File: config.mk
export PLATFORM = sky130hd
export DESIGN_NAME = mips_subset_instruction_execute_flat
export DESIGN_NICKNAME = d
export VERILOG_FILES = /design/src/hdl/mse_pkg.sv /design/src/hdl/mse_if.sv /design/src/hdl/mips_subset_instruction_execute.sv /design/src/hdl/mse_regfile.sv /design/src/hdl/mse_exec.sv /design/src/flat_wrapper.sv
export SDC_FILE = /design/constraint.sdc
export NUM_CORES = 2
export LEC_CHECK = 0
export CAP_MARGIN = 25
export CORE_MARGIN = 5
export CORE_UTILIZATION = 30
export CTS_CLUSTER_DIAMETER = 50
export DETAILED_ROUTE_END_ITERATION = 7
export DONT_BUFFER_PORTS = 1
export GPL_TIMING_DRIVEN = 0
export PLACE_DENSITY = 0.47
export SYNTH_ARGS = -nofsm -noshare
export SYNTH_HDL_FRONTEND = slang
export SYNTH_HIERARCHICAL = 1
export SYNTH_SLANG_ARGS = --single-unit
export TNS_END_PERCENT = 50
File: constraint.sdc
create_clock -name clk -period 11 [get_ports clk]
set_input_delay 2.2 -clock clk [delete_from_list [all_inputs] [get_ports clk]]
set_output_delay 2.2 -clock clk [all_outputs]
set_load 0.05 [all_outputs]
File: src/hdl/mse_pkg.sv
// Package with the shared types, opcodes and constants of the MIPS subset execute block.
`timescale 1ns / 1ps

package mse_pkg;

	localparam int PROGRAM_DEPTH_DEF = 1024;
	localparam int NUM_REGS = 32;
	localparam int REG_AW = 5;
	localparam int LEN_W = 11;
	localparam int NPC_W = 10;

	localparam logic [10:0] PROGRAM_LENGTH_RST = 11'd1024;

	localparam logic [5:0] OP_SPECIAL = 6'h00;
	localparam logic [5:0] OP_BEQ = 6'h04;
	localparam logic [5:0] OP_BNE = 6'h05;
	localparam logic [5:0] OP_ADDI = 6'h08;
	localparam logic [5:0] OP_SLTI = 6'h0a;
	localparam logic [5:0] OP_ANDI = 6'h0c;
	localparam logic [5:0] OP_ORI = 6'h0d;
	localparam logic [5:0] OP_LUI = 6'h0f;
	localparam logic [5:0] OP_SPECIAL2 = 6'h1c;

	localparam logic [5:0] FN_ADD = 6'h20;
	localparam logic [5:0] FN_SUB = 6'h22;
	localparam logic [5:0] FN_AND = 6'h24;
	localparam logic [5:0] FN_OR = 6'h25;
	localparam logic [5:0] FN_SLT = 6'h2a;

	localparam logic [10:0] MUL_LOW_BITS = 11'h002;
	localparam logic [31:0] SYSCALL_WORD = 32'h0000000c;

	localparam logic [31:0] SYS_PRINT_INT = 32'd1;
	localparam logic [31:0] SYS_PRINT_CHAR = 32'd11;
	localparam logic [31:0] SYS_EXIT = 32'd10;

	localparam logic [REG_AW-1:0] REG_V0 = 5'd2;
	localparam logic [REG_AW-1:0] REG_A0 = 5'd4;

	typedef enum logic [2:0] {
		ST_OK = 3'd0,
		ST_PRINT_INT = 3'd1,
		ST_PRINT_CHAR = 3'd2,
		ST_EXIT = 3'd3,
		ST_UNKNOWN_SYS = 3'd4,
		ST_INVALID = 3'd5,
		ST_HALTED = 3'd6,
		ST_PC_OUT = 3'd7
	} status_t;

	typedef struct packed {
		logic en;
		logic [REG_AW-1:0] addr;
		logic [31:0] data;
	} rf_wr_t;

	typedef struct packed {
		status_t status;
		logic [31:0] value;
		rf_wr_t wr;
		logic halt;
		logic pc_load;
	} exec_res_t;

endpackage

File: src/hdl/mse_if.sv
// Interfaces for the instruction channel and the result channel.
`timescale 1ns / 1ps

interface mse_cmd_if;
	logic valid;
	logic ready;
	logic mode;
	logic [31:0] instruction_word;
	logic [4:0] reg_index;

	modport source(output valid, mode, instruction_word, reg_index, input ready);
	modport sink(input valid, mode, instruction_word, reg_index, output ready);
endinterface

interface mse_rsp_if;
	logic valid;
	logic ready;
	logic [2:0] status;
	logic signed [31:0] out_value;
	logic [9:0] next_pc;

	modport source(output valid, status, out_value, next_pc, input ready);
	modport sink(input valid, status, out_value, next_pc, output ready);
endinterface

File: src/hdl/mips_subset_instruction_execute.sv
// Top level of the MIPS subset execute block: input stage, register file, execute and result register.
// The cmd channel carries one transaction per instruction (mode 0) or register read
// (mode 1); the rsp channel returns exactly one transaction for each, in order.
// A transaction accepted at a clock edge is held in the input stage and the register file read
// registers, then executed and its result registered in the result register that drives rsp.
// Throughput is one transaction per cycle when rsp is not stalled: the register file reads rs
// and rt at the accepting edge, and a one-entry bypass covers the write that lands at that same edge.
// Execute, including the 32 by 32 multiply, fits the single stage before the result
// register.
// When rsp stalls, the result register holds and one more transaction can wait in the
// input stage; cmd ready drops only when both are full.
// Reset clears all registers to zero, the program counter to zero, the halt flag, and sets
// program_length to 1024. program_length is written through cfg_we and cfg_wdata; the user
// must do so only while no transaction is in flight, which the block itself does not enforce.
// Once halted, execute transactions return status 6 and register reads still work.
`timescale 1ns / 1ps

module mips_subset_instruction_execute #(
	parameter int PROGRAM_DEPTH = mse_pkg::PROGRAM_DEPTH_DEF
) (
	input  logic clk,
	input  logic arst_n,
	mse_cmd_if.sink cmd,
	mse_rsp_if.source rsp,
	input  logic cfg_we,
	input  logic [mse_pkg::LEN_W-1:0] cfg_wdata
);
	import mse_pkg::*;

	localparam int PC_W = $clog2(PROGRAM_DEPTH);

	logic [LEN_W-1:0] prog_len_q;
	logic [PC_W-1:0] pc_q;
	logic halted_q;
	logic s1_valid_q;
	logic mode_s1;
	logic [31:0] instr_s1;
	logic out_valid_q;
	status_t status_q;
	logic [31:0] value_q;
	logic [NPC_W-1:0] npc_q;

	logic out_free;
	logic s1_fire;
	logic accept;
	logic [REG_AW-1:0] rd_addr_a;
	logic [31:0] rs_val;
	logic [31:0] rt_val;
	logic [31:0] v0;
	logic [31:0] a0;
	logic [31:0] lim;
	logic [PC_W-1:0] pc_next;
	logic [PC_W-1:0] pc_after;
	logic [31:0] pc_after_ext;
	exec_res_t res;
	rf_wr_t rf_wr;

	assign out_free = !out_valid_q || rsp.ready;
	assign s1_fire = s1_valid_q && out_free;
	assign cmd.ready = !s1_valid_q || out_free;
	assign accept = cmd.valid && cmd.ready;

	assign rd_addr_a = cmd.mode ? cmd.reg_index : cmd.instruction_word[25:21];
	assign lim = (32'(prog_len_q) > 32'(PROGRAM_DEPTH)) ? 32'(PROGRAM_DEPTH) : 32'(prog_len_q);

	always_comb begin
		rf_wr = res.wr;
		rf_wr.en = res.wr.en && s1_fire;
	end

	mse_regfile u_regfile (
		.clk(clk),
		.arst_n(arst_n),
		.rd_en(accept),
		.rd_addr_a(rd_addr_a),
		.rd_addr_b(cmd.instruction_word[20:16]),
		.wr(rf_wr),
		.rd_data_a(rs_val),
		.rd_data_b(rt_val),
		.v0(v0),
		.a0(a0)
	);

	mse_exec #(
		.PC_W(PC_W)
	) u_exec (
		.mode(mode_s1),
		.instr(instr_s1),
		.rs_val(rs_val),
		.rt_val(rt_val),
		.v0(v0),
		.a0(a0),
		.pc(pc_q),
		.halted(halted_q),
		.lim(lim),
		.res(res),
		.pc_next(pc_next)
	);

	assign pc_after = res.pc_load ? pc_next : pc_q;
	assign pc_after_ext = 32'(pc_after);

	always_ff @(posedge clk) begin
		if (accept) begin
			mode_s1 <= cmd.mode;
			instr_s1 <= cmd.instruction_word;
		end
		if (s1_fire) begin
			value_q <= res.value;
			npc_q <= pc_after_ext[NPC_W-1:0];
		end
	end

	always_ff @(posedge clk or negedge arst_n) begin
		if (!arst_n) begin
			prog_len_q <= PROGRAM_LENGTH_RST;
			pc_q <= '0;
			halted_q <= 1'b0;
			s1_valid_q <= 1'b0;
			out_valid_q <= 1'b0;
			status_q <= ST_OK;
		end else begin
			if (cfg_we) begin
				prog_len_q <= cfg_wdata;
			end
			if (accept) begin
				s1_valid_q <= 1'b1;
			end else if (s1_fire) begin
				s1_valid_q <= 1'b0;
			end
			if (s1_fire) begin
				out_valid_q <= 1'b1;
				status_q <= res.status;
				pc_q <= pc_after;
				if (res.halt) begin
					halted_q <= 1'b1;
				end
			end else if (rsp.ready) begin
				out_valid_q <= 1'b0;
			end
		end
	end

	assign rsp.valid = out_valid_q;
	assign rsp.status = status_q;
	assign rsp.out_value = value_q;
	assign rsp.next_pc = npc_q;

`ifndef SYNTH
	a_fire_gives_result: assert property (@(posedge clk) disable iff (!arst_n)
		s1_fire |=> out_valid_q)
		else $error("execute stage fired without a result being registered");

	a_halted_status: assert property (@(posedge clk) disable iff (!arst_n)
		(s1_fire && halted_q && !mode_s1) |=> (status_q == ST_HALTED))
		else $error("execute while halted did not report the halted status");

	a_halted_no_write: assert property (@(posedge clk) disable iff (!arst_n)
		halted_q |-> !rf_wr.en)
		else $error("register file written while halted");

	a_halted_pc_stable: assert property (@(posedge clk) disable iff (!arst_n)
		halted_q |=> $stable(pc_q))
		else $error("program counter moved while halted");
`endif

endmodule

File: src/hdl/mse_regfile.sv
// Register file with two registered read ports, write bypass and shadow copies of $v0 and $a0.
`timescale 1ns / 1ps

module mse_regfile (
	input  logic clk,
	input  logic arst_n,
	input  logic rd_en,
	input  logic [mse_pkg::REG_AW-1:0] rd_addr_a,
	input  logic [mse_pkg::REG_AW-1:0] rd_addr_b,
	input  mse_pkg::rf_wr_t wr,
	output logic [31:0] rd_data_a,
	output logic [31:0] rd_data_b,
	output logic [31:0] v0,
	output logic [31:0] a0
);
	import mse_pkg::*;

	logic [31:0] mem [NUM_REGS];
	logic [NUM_REGS-1:0] valid_q;
	logic [31:0] data_a_q;
	logic [31:0] data_b_q;
	logic [31:0] byp_data_q;
	logic va_q;
	logic vb_q;
	logic hit_a_q;
	logic hit_b_q;
	logic [31:0] v0_q;
	logic [31:0] a0_q;

	always_ff @(posedge clk) begin
		if (wr.en) begin
			mem[wr.addr] <= wr.data;
		end
	end

	always_ff @(posedge clk) begin
		if (rd_en) begin
			data_a_q <= mem[rd_addr_a];
			data_b_q <= mem[rd_addr_b];
			byp_data_q <= wr.data;
		end
	end

	always_ff @(posedge clk or negedge arst_n) begin
		if (!arst_n) begin
			valid_q <= '0;
			va_q <= 1'b0;
			vb_q <= 1'b0;
			hit_a_q <= 1'b0;
			hit_b_q <= 1'b0;
			v0_q <= '0;
			a0_q <= '0;
		end else begin
			if (rd_en) begin
				va_q <= valid_q[rd_addr_a];
				vb_q <= valid_q[rd_addr_b];
				hit_a_q <= wr.en && (wr.addr == rd_addr_a);
				hit_b_q <= wr.en && (wr.addr == rd_addr_b);
			end
			if (wr.en) begin
				valid_q[wr.addr] <= 1'b1;
				if (wr.addr == REG_V0) begin
					v0_q <= wr.data;
				end
				if (wr.addr == REG_A0) begin
					a0_q <= wr.data;
				end
			end
		end
	end

	assign rd_data_a = hit_a_q ? byp_data_q : (va_q ? data_a_q : '0);
	assign rd_data_b = hit_b_q ? byp_data_q : (vb_q ? data_b_q : '0);
	assign v0 = v0_q;
	assign a0 = a0_q;

endmodule

File: src/hdl/mse_exec.sv
// Decode, ALU, branch target and status logic for one instruction or register read.
`timescale 1ns / 1ps

module mse_exec #(
	parameter int PC_W = 10
) (
	input  logic mode,
	input  logic [31:0] instr,
	input  logic [31:0] rs_val,
	input  logic [31:0] rt_val,
	input  logic [31:0] v0,
	input  logic [31:0] a0,
	input  logic [PC_W-1:0] pc,
	input  logic halted,
	input  logic [31:0] lim,
	output mse_pkg::exec_res_t res,
	output logic [PC_W-1:0] pc_next
);
	import mse_pkg::*;

	logic [5:0] op;
	logic [REG_AW-1:0] rt;
	logic [REG_AW-1:0] rd;
	logic [4:0] shamt;
	logic [5:0] funct;
	logic [15:0] imm;
	logic [31:0] simm;
	logic [31:0] zimm;
	logic enc_ok;
	logic is_sys;
	logic br_taken;
	logic w_en;
	logic [REG_AW-1:0] w_addr;
	logic [31:0] w_data;
	logic [31:0] pc_ext;
	logic signed [33:0] step_s;
	logic signed [33:0] next_s;
	logic next_oob;

	assign op = instr[31:26];
	assign rt = instr[20:16];
	assign rd = instr[15:11];
	assign shamt = instr[10:6];
	assign funct = instr[5:0];
	assign imm = instr[15:0];
	assign simm = {{16{imm[15]}}, imm};
	assign zimm = {16'b0, imm};

	always_comb begin
		enc_ok = 1'b1;
		is_sys = 1'b0;
		br_taken = 1'b0;
		w_en = 1'b0;
		w_addr = rt;
		w_data = '0;
		unique case (op)
			OP_SPECIAL: begin
				w_addr = rd;
				if (instr == SYSCALL_WORD) begin
					is_sys = 1'b1;
				end else if (shamt != '0) begin
					enc_ok = 1'b0;
				end else begin
					w_en = 1'b1;
					unique case (funct)
						FN_ADD: w_data = rs_val + rt_val;
						FN_SUB: w_data = rs_val - rt_val;
						FN_AND: w_data = rs_val & rt_val;
						FN_OR: w_data = rs_val | rt_val;
						FN_SLT: w_data = {31'b0, $signed(rs_val) < $signed(rt_val)};
						default: begin
							enc_ok = 1'b0;
							w_en = 1'b0;
						end
					endcase
				end
			end
			OP_SPECIAL2: begin
				w_addr = rd;
				if (instr[10:0] != MUL_LOW_BITS) begin
					enc_ok = 1'b0;
				end else begin
					w_en = 1'b1;
					w_data = rs_val * rt_val;
				end
			end
			OP_BEQ: br_taken = (rs_val == rt_val);
			OP_BNE: br_taken = (rs_val != rt_val);
			OP_ADDI: begin
				w_en = 1'b1;
				w_data = rs_val + simm;
			end
			OP_SLTI: begin
				w_en = 1'b1;
				w_data = {31'b0, $signed(rs_val) < $signed(simm)};
			end
			OP_ANDI: begin
				w_en = 1'b1;
				w_data = rs_val & zimm;
			end
			OP_ORI: begin
				w_en = 1'b1;
				w_data = rs_val | zimm;
			end
			OP_LUI: begin
				if (instr[25:21] != '0) begin
					enc_ok = 1'b0;
				end else begin
					w_en = 1'b1;
					w_data = {imm, 16'b0};
				end
			end
			default: enc_ok = 1'b0;
		endcase
	end

	assign pc_ext = 32'(pc);
	assign step_s = br_taken ? 34'(signed'(imm)) : 34'sd1;
	assign next_s = $signed({2'b00, pc_ext}) + step_s;
	assign next_oob = next_s[33] || (next_s >= $signed({2'b00, lim}));
	assign pc_next = next_s[PC_W-1:0];

	always_comb begin
		res = '0;
		res.status = ST_OK;
		if (mode) begin
			res.value = rs_val;
		end else if (halted) begin
			res.status = ST_HALTED;
		end else if (pc_ext >= lim) begin
			res.status = ST_PC_OUT;
			res.halt = 1'b1;
		end else if (!enc_ok) begin
			res.status = ST_INVALID;
			res.halt = 1'b1;
		end else if (is_sys && (v0 == SYS_EXIT)) begin
			res.status = ST_EXIT;
			res.halt = 1'b1;
		end else if (is_sys && (v0 != SYS_PRINT_INT) && (v0 != SYS_PRINT_CHAR)) begin
			res.status = ST_UNKNOWN_SYS;
			res.value = v0;
			res.halt = 1'b1;
		end else begin
			res.wr.en = w_en && (w_addr != '0);
			res.wr.addr = w_addr;
			res.wr.data = w_data;
			if (is_sys && (v0 == SYS_PRINT_INT)) begin
				res.status = ST_PRINT_INT;
				res.value = a0;
			end else if (is_sys) begin
				res.status = ST_PRINT_CHAR;
				res.value = {24'b0, a0[7:0]};
			end else if (next_oob) begin
				res.status = ST_PC_OUT;
			end
			res.halt = next_oob;
			res.pc_load = !next_oob;
		end
	end

endmodule

File: src/flat_wrapper.sv
// flat-port wrapper written by rule: the top's interface ports become plain ports
module mips_subset_instruction_execute_flat import mse_pkg::*;
#(
	parameter int PROGRAM_DEPTH = mse_pkg::PROGRAM_DEPTH_DEF
)
  (clk, arst_n, cfg_we, cfg_wdata, cmd_valid, cmd_mode, cmd_instruction_word, cmd_reg_index, cmd_ready, rsp_valid, rsp_status, rsp_out_value, rsp_next_pc, rsp_ready);
  mse_cmd_if cmd_i ();
  mse_rsp_if rsp_i ();
  input  logic clk;
  input  logic arst_n;
  input  logic cfg_we;
  input  logic [mse_pkg::LEN_W-1:0] cfg_wdata;
  input wire logic [$bits(cmd_i.valid)-1:0] cmd_valid;
  input wire logic [$bits(cmd_i.mode)-1:0] cmd_mode;
  input wire logic [$bits(cmd_i.instruction_word)-1:0] cmd_instruction_word;
  input wire logic [$bits(cmd_i.reg_index)-1:0] cmd_reg_index;
  output wire logic [$bits(cmd_i.ready)-1:0] cmd_ready;
  output wire logic [$bits(rsp_i.valid)-1:0] rsp_valid;
  output wire logic [$bits(rsp_i.status)-1:0] rsp_status;
  output wire logic [$bits(rsp_i.out_value)-1:0] rsp_out_value;
  output wire logic [$bits(rsp_i.next_pc)-1:0] rsp_next_pc;
  input wire logic [$bits(rsp_i.ready)-1:0] rsp_ready;
  assign cmd_i.valid = cmd_valid;
  assign cmd_i.mode = cmd_mode;
  assign cmd_i.instruction_word = cmd_instruction_word;
  assign cmd_i.reg_index = cmd_reg_index;
  assign cmd_ready = cmd_i.ready;
  assign rsp_valid = rsp_i.valid;
  assign rsp_status = rsp_i.status;
  assign rsp_out_value = rsp_i.out_value;
  assign rsp_next_pc = rsp_i.next_pc;
  assign rsp_i.ready = rsp_ready;
  mips_subset_instruction_execute #(.PROGRAM_DEPTH(PROGRAM_DEPTH)) u_core (.clk(clk), .arst_n(arst_n), .cmd(cmd_i), .rsp(rsp_i), .cfg_we(cfg_we), .cfg_wdata(cfg_wdata));
endmodule
# Word level (Yosys, flattened, before mapping)
# Memories as Yosys holds them, arrays and structs flattened. A register that Yosys moved wholly into a read port is not among the register bits.
# Index checks and enable logic that the tools add are counted.
[totals]
ram_bits = 1024
inputBits = 54
n_memories = 1
word_cells = 156
output_inout_bits = 47
ff_bits = 234
[op_classes]
eq_ne = 25
bitwise_logic = 5
reduce_logical = 30
n_mul = 1
magnitude_cmp = 9
add_sub_neg = 4
n_mux = 63
[memory_table]
columns = ["name", "depth", "word_bits", "read_ports", "rd_clocked_by_memory_dff", "wr", "line", "source"]
rows = [
  ["u_core.u_regfile.mem", 32, 32, 2, 2, 1, "mse_regfile.sv:18", "logic [31:0] mem [NUM_REGS];"],
]
[op_table]
columns = ["operator", "count"]
rows = [
  ["$mux W32", 9],
  ["$pmux W32 S7", 1],
  ["$mux W70", 3],
  ["$pmux W32 S5", 1],
  ["$mux W72", 1],
  ["$mux W35", 2],
  ["$add A32 B32 Y32", 2],
  ["$eq A32 B4 Y1 const B", 2],
  ["$or A32 B32 Y32", 2],
  ["$mux W40", 1],
  ["$mux W38", 1],
  ["$add A11 B34 Y34", 1],
  ["$ge A34 B33 Y1", 1],
  ["$mux W34", 1],
  ["$and A32 B16 Y32", 1],
  ["$and A32 B32 Y32", 1],
  ["$eq A32 B1 Y1 const B", 1],
  ["$eq A32 B32 Y1", 1],
  ["$ge A10 B32 Y1", 1],
  ["$lt A32 B16 Y1", 1],
  ["$lt A32 B32 Y1", 1],
  ["$mul A32 B32 Y32", 1],
  ["$ne A32 B1 Y1 const B", 1],
  ["$ne A32 B32 Y1", 1],
  ["other kinds (35)", 99],
]

# Longest topological paths before layout
[logic_depth]
word_depth = 22
mapped_depth = 42
mapped_depth_nobuf = 37

# Hierarchy
# Netlist, hierarchy kept.
[by_module_without_submodules]
columns = ["mod", "area_per_inst_um2", "cells_each", "seq_area_each_um2", "n_inst"]
rows = [
  ["mse_regfile", 54609.9, 2489, 36134.7, 1],
  ["mse_exec", 25600.8, 3379, 0.0, 1],
  ["mips_subset_instruction_execute", 3585.9, 167, 2929.1, 1],
]

# Worst setup path before layout
# OpenSTA, ideal clock, no wires.
[synth_timing]
path_type = "reg2reg"
start = "reg u_core.u_regfile.hit_b_q"
end = "reg u_core.u_regfile.byp_data_q[30], data pin"
setup_slack_ps = 1478
synth_period_minus_slack_ps = 9522
stages_incl_launch_ff = 33
t_arrival_ps = 9106
path_buffers = 4
setup_time_ps = 416
t_required_ps = 10584
cell_sequence = "dfrtp_1 -> clkbuf_1 -> nor2b_1 -> clkbuf_1 -> a22o_1 -> clkbuf_1 -> clkinv_1 -> clkbuf_1 -> nor2_1 -> fa_1 -> inv_1 -> fa_1 -> fa_1 -> fa_1 -> inv_1 -> fa_1 -> inv_1 -> fa_1 -> inv_1 -> fa_1 -> fa_1 -> ha_1 -> and4_1 -> and2_1 -> a31oi_1 -> nand3_1 -> a31oi_1 -> nor2b_1 -> a311o_1 -> mux2i_1 -> nand2_1 -> a41oi_1 -> a41oi_1"
[synth_rtl]
columns = ["item", "line", "source"]
rows = [
  ["from (decl)", "mse_regfile.sv:26", "logic hit_b_q;"],
  ["from (signal assigned)", "mse_regfile.sv:58", "hit_b_q <= wr.en && (wr.addr == rd_addr_b);"],
  ["to (signal assigned)", "mse_regfile.sv:40", "byp_data_q <= wr.data;"],
  ["to (decl)", "mse_regfile.sv:22", "logic [31:0] byp_data_q;"],
]

==> results list <==
* Startpoint type of the worst setup path: flip-flop
- Effective utilization at floorplan: 0.301
- Vias in the first global route: between 50000 and 60000
* Most frequent cells in the layout: sky130_fd_sc_hd__edfxtp_1 (1195), sky130_fd_sc_hd__mux4_2 (640), sky130_fd_sc_hd__inv_1 (559)
- Cells on Worst Hold Path: 1
* Skew-Pair Late Insertion Delay: between 0.8 and 0.9 ns
* Slowest-stage cell, CP: sky130_fd_sc_hd__clkbuf_1
* CTS Buf Count: roughly 160
* Die footprint: 0.290 sq mm
* Number of instances in the placed design: approximately 10000
- Async set-or-reset flop fraction in the synthesized netlist: 0.0961
- For the worst setup path, the data arrival time is around 11 ns.
- In this run the worst hold path is classified as flip-flop to flip-flop.
- Number of enable-type register cells in the synthesized netlist: approximately 1200
- CTS tree: built
- For this run, the slowest stage of the critical path takes 0.68 ns.
- Max VDD drop: just over 600 uV
* Number of cells on the critical path: 32
* Number of distinct library cell variants in the gate-level netlist after synthesis: 98
- At the pin with the least slew margin, the transition time is around 1.2 ns.
* Total track usage: 0.240
- Outcome: finished clean
* Detailed-router iteration count before antenna repair: 6
- Maxcap violations: 0
- Broken down by cell family, the worst path's largest delay share belongs to adder cells.
* Num ports: ~100
- Across all layers, the routed design uses approximately 57000 vias.
* Slew Limit Headroom: 0.232
- CORE AREA: between 0.2 and 0.3 sq mm
* Most frequently used flop master after synthesis: sky130_fd_sc_hd__edfxtp_1
- Data on the critical path is required at its endpoint by between 10 and 15 ns.
- Row generation in the floorplan step produced roughly 190 rows.
- After layout, the minimum clock period comes to approximately 11 ns.
- The setup path with the least slack is of type flip-flop to flip-flop.
* Share of the yosys chip area belonging to registers: 0.466
- I/O Buffers: 0
- Number of cells produced by synthesis: just over 6000
- The area growth from synthesis to layout is 16.5%.
- In this run the vertical extent of the chip is roughly 540 um.
* Number of remaining DRC errors: 0
- Final worst clock skew: roughly 0.11 ns
- At the placement stage, the worst setup path has a slack of -1.78 ns.
- Maximum root-to-sink buffer count: 4
- Maximum number of pins on one net before global-route repair: roughly 130
- The number of buffers and inverters on the critical path is 9.
- For this block, the initial DRC count from the detailed router was 6592.
* Synth Register Bits: about 1300
- Final Hold Fails: 0
- The first global-routing pass estimated between 400000 and 500000 um of wire.
* GP Congestion: roughly 1
- The analysis attributes to cell leakage a power of ~38 nW.
* Final wirelength: between 300000 and 400000 um
- Post-synthesis average cell area: 13.9 sq um
- In the final design database the tool counted between 7000 and 8000 nets.
- Summed over all layers, the global routing overflow is 0.
- PD cells: about 210 mW/mm^2
* Final hold slack: between 0.4 and 0.5 ns
- H-tree depth: 4
- Once detail routing completed, the nets flagged for antenna violations numbered 0.
- In the final routed layout, each cell accounts on average for roughly 35 um.
- Fraction of layout instances using a drive strength above 1: 0.230
- Type of destination of the critical path: flip-flop
- Setup violations remaining at the end of the flow were counted as 0.
- Number of sinks on the clock net: approximately 1300
- Cell repeated most along the worst path: sky130_fd_sc_hd__fa_1
- In the routed layout, each cell is associated on average with a via count of between 5 and 6.
- The initial antenna violation count came to 34.
- Netlist Area Pre-Place: between 0.08 and 0.09 sq mm
* Maximum clock frequency: 91.9 MHz
- Crit path setup slack, layout: approximately 0.12 ns
* Chip width: around 540 um
- Total Negative Setup Slacks: 0 ns
- For this run, the number of Yosys warnings is 6.
* Final Instance Count excl. Fillers: a little over 10000
- In this run the worst path has a maximum fanout of 32.
- Quantity of hold-fixing buffers added after cts: 0
- The tree is rooted in a sky130_fd_sc_hd__clkbuf_16.
- After clock tree synthesis, the clock-pin slew on the worst setup and hold paths is about 0.060 ns.
* Most common cell after layout, fill and taps aside: sky130_fd_sc_hd__edfxtp_1
* HPWL Detailed: approximately 270000 um
- Final-report max-slew violation count: 0
- Number of cells traversed by the worst register-to-register path: 32
* Final worst path period share: 0.989
## layout make-up
type,count,area [sq um]
Fill cell,27000,181000
Clock buffer,208,4280
Clock inverter,63,562
Timing Repair Buffer,183,3280
Inverter,583,2220
Tap cell,3724,4660
Antenna cell,6,15.0
Multi-Input combinational cell,3803,41900
Sequential cell,1322,39100
Buffer,356,1610
## final timing paths
check	slack, ns	startpoint	end
setup / recovery	0.12	u_core/u_regfile/hit_a_q	u_core/u_regfile/mem[27][30]
hold / removal	0.49	u_core/u_regfile/valid_q[18]	u_core/u_regfile/valid_q[18]
setup reg to reg	0.12	u_core/u_regfile/hit_a_q	u_core/u_regfile/mem[27][30]
hold reg to reg	0.49	u_core/u_regfile/valid_q[18]	u_core/u_regfile/valid_q[18]
max in group asynchronous	9.60	arst_n	u_core/u_regfile/va_q
min in group asynchronous	1.14	arst_n	u_core/prog_len_q[2]
## synthesized netlist by cell type, types with 24 or more instances
cell,instances,area (sq um)
sky130_fd_sc_hd__buf_2,62,310
sky130_fd_sc_hd__nor4_1,29,181
sky130_fd_sc_hd__or2_2,36,225
sky130_fd_sc_hd__nor3_1,61,305
sky130_fd_sc_hd__xor2_1,32,280
sky130_fd_sc_hd__a31oi_1,24,150
sky130_fd_sc_hd__dfrtp_1,126,3150
sky130_fd_sc_hd__a22o_1,65,569
sky130_fd_sc_hd__a22oi_1,42,315
sky130_fd_sc_hd__o21ai_0,155,776
sky130_fd_sc_hd__o21bai_1,30,225
sky130_fd_sc_hd__mux2_2,126,1420
sky130_fd_sc_hd__nor2b_1,36,225
sky130_fd_sc_hd__mux2i_1,41,410
sky130_fd_sc_hd__clkbuf_1,243,912
sky130_fd_sc_hd__nand4_1,24,150
sky130_fd_sc_hd__a221oi_1,24,210
sky130_fd_sc_hd__inv_1,562,2110
sky130_fd_sc_hd__nand3_1,25,125
sky130_fd_sc_hd__nor2_1,436,1640
sky130_fd_sc_hd__xnor2_1,126,1100
sky130_fd_sc_hd__fa_1,412,8250
sky130_fd_sc_hd__nand2_1,506,1900
sky130_fd_sc_hd__mux4_2,640,14400
sky130_fd_sc_hd__edfxtp_1,1195,35900
sky130_fd_sc_hd__nand2b_1,24,150
sky130_fd_sc_hd__a21oi_1,213,1070
sky130_fd_sc_hd__buf_1,34,128
sky130_fd_sc_hd__ha_1,352,4400
sky130_fd_sc_hd__a21o_1,44,330
## state kept, by name, indices dropped and copies added (netlist names), 11 cells and up
name and cells:
u_core/u_regfile/data_a_q 32, u_core/instr_s1 32, u_core/prog_len_q 11, u_core/rsp.out_value 32, u_core/u_regfile/byp_data_q 32, u_core/u_regfile/v0 32
u_core/u_regfile/a0 32, u_core/u_regfile/mem 1024, u_core/u_regfile/data_b_q 32, u_core/u_regfile/valid_q 32
## routing by layer
| layer | track usage | wire (um) | vias up |
|---|---|---|---|
| met5 | 0 | 73 | - |
| met4 | 0.108 | 20000 | 12 |
| met3 | 0.0452 | 28000 | 675 |
| met2 | 0.388 | 165000 | 2792 |
| met1 | 0.315 | 143000 | 30600 |
| li1 | - | - | 23100 |
## cells by family after synthesis
group | synth area share
DFF | 0.466
and+or+nand+nor | 0.0668
buffers and inverters | 0.0447
muxes | 0.196
adders and majority gates | 0.151
AOI/OAI and AO/OA | 0.0592
xor gates and xnor gates | 0.0165
other | 0.0000448
## timing repair
item | in CTS | in global routing
hold endpoints to repair | 0 | 0
resized for setup | 76 | 46
pin swaps | 2 | 1
endpoints found under the setup margin | 652 | 264
buffers inserted | 5 | 0
## per-stage QoR
step / total power [mW] / area, sq um / utilization
after floorplan: 10.9 / 83900 / -
after global placement: 15.2 / 88600 / 0.318
after detailed placement: 15.5 / 92500 / 0.332
after CTS: 20.8 / 97500 / 0.350
after global routing: 21.5 / 97600 / 0.350
final: 20.7 / 97600 / 0.350
## where the power goes
part	switching, mW	internal (mW)	leakage (nW)
sequential	0.109	5.47	15.3
combinational	6.74	3.33	20.7
clock	2.10	2.92	2.36
Note: power is estimated with default switching activity, not from simulation.
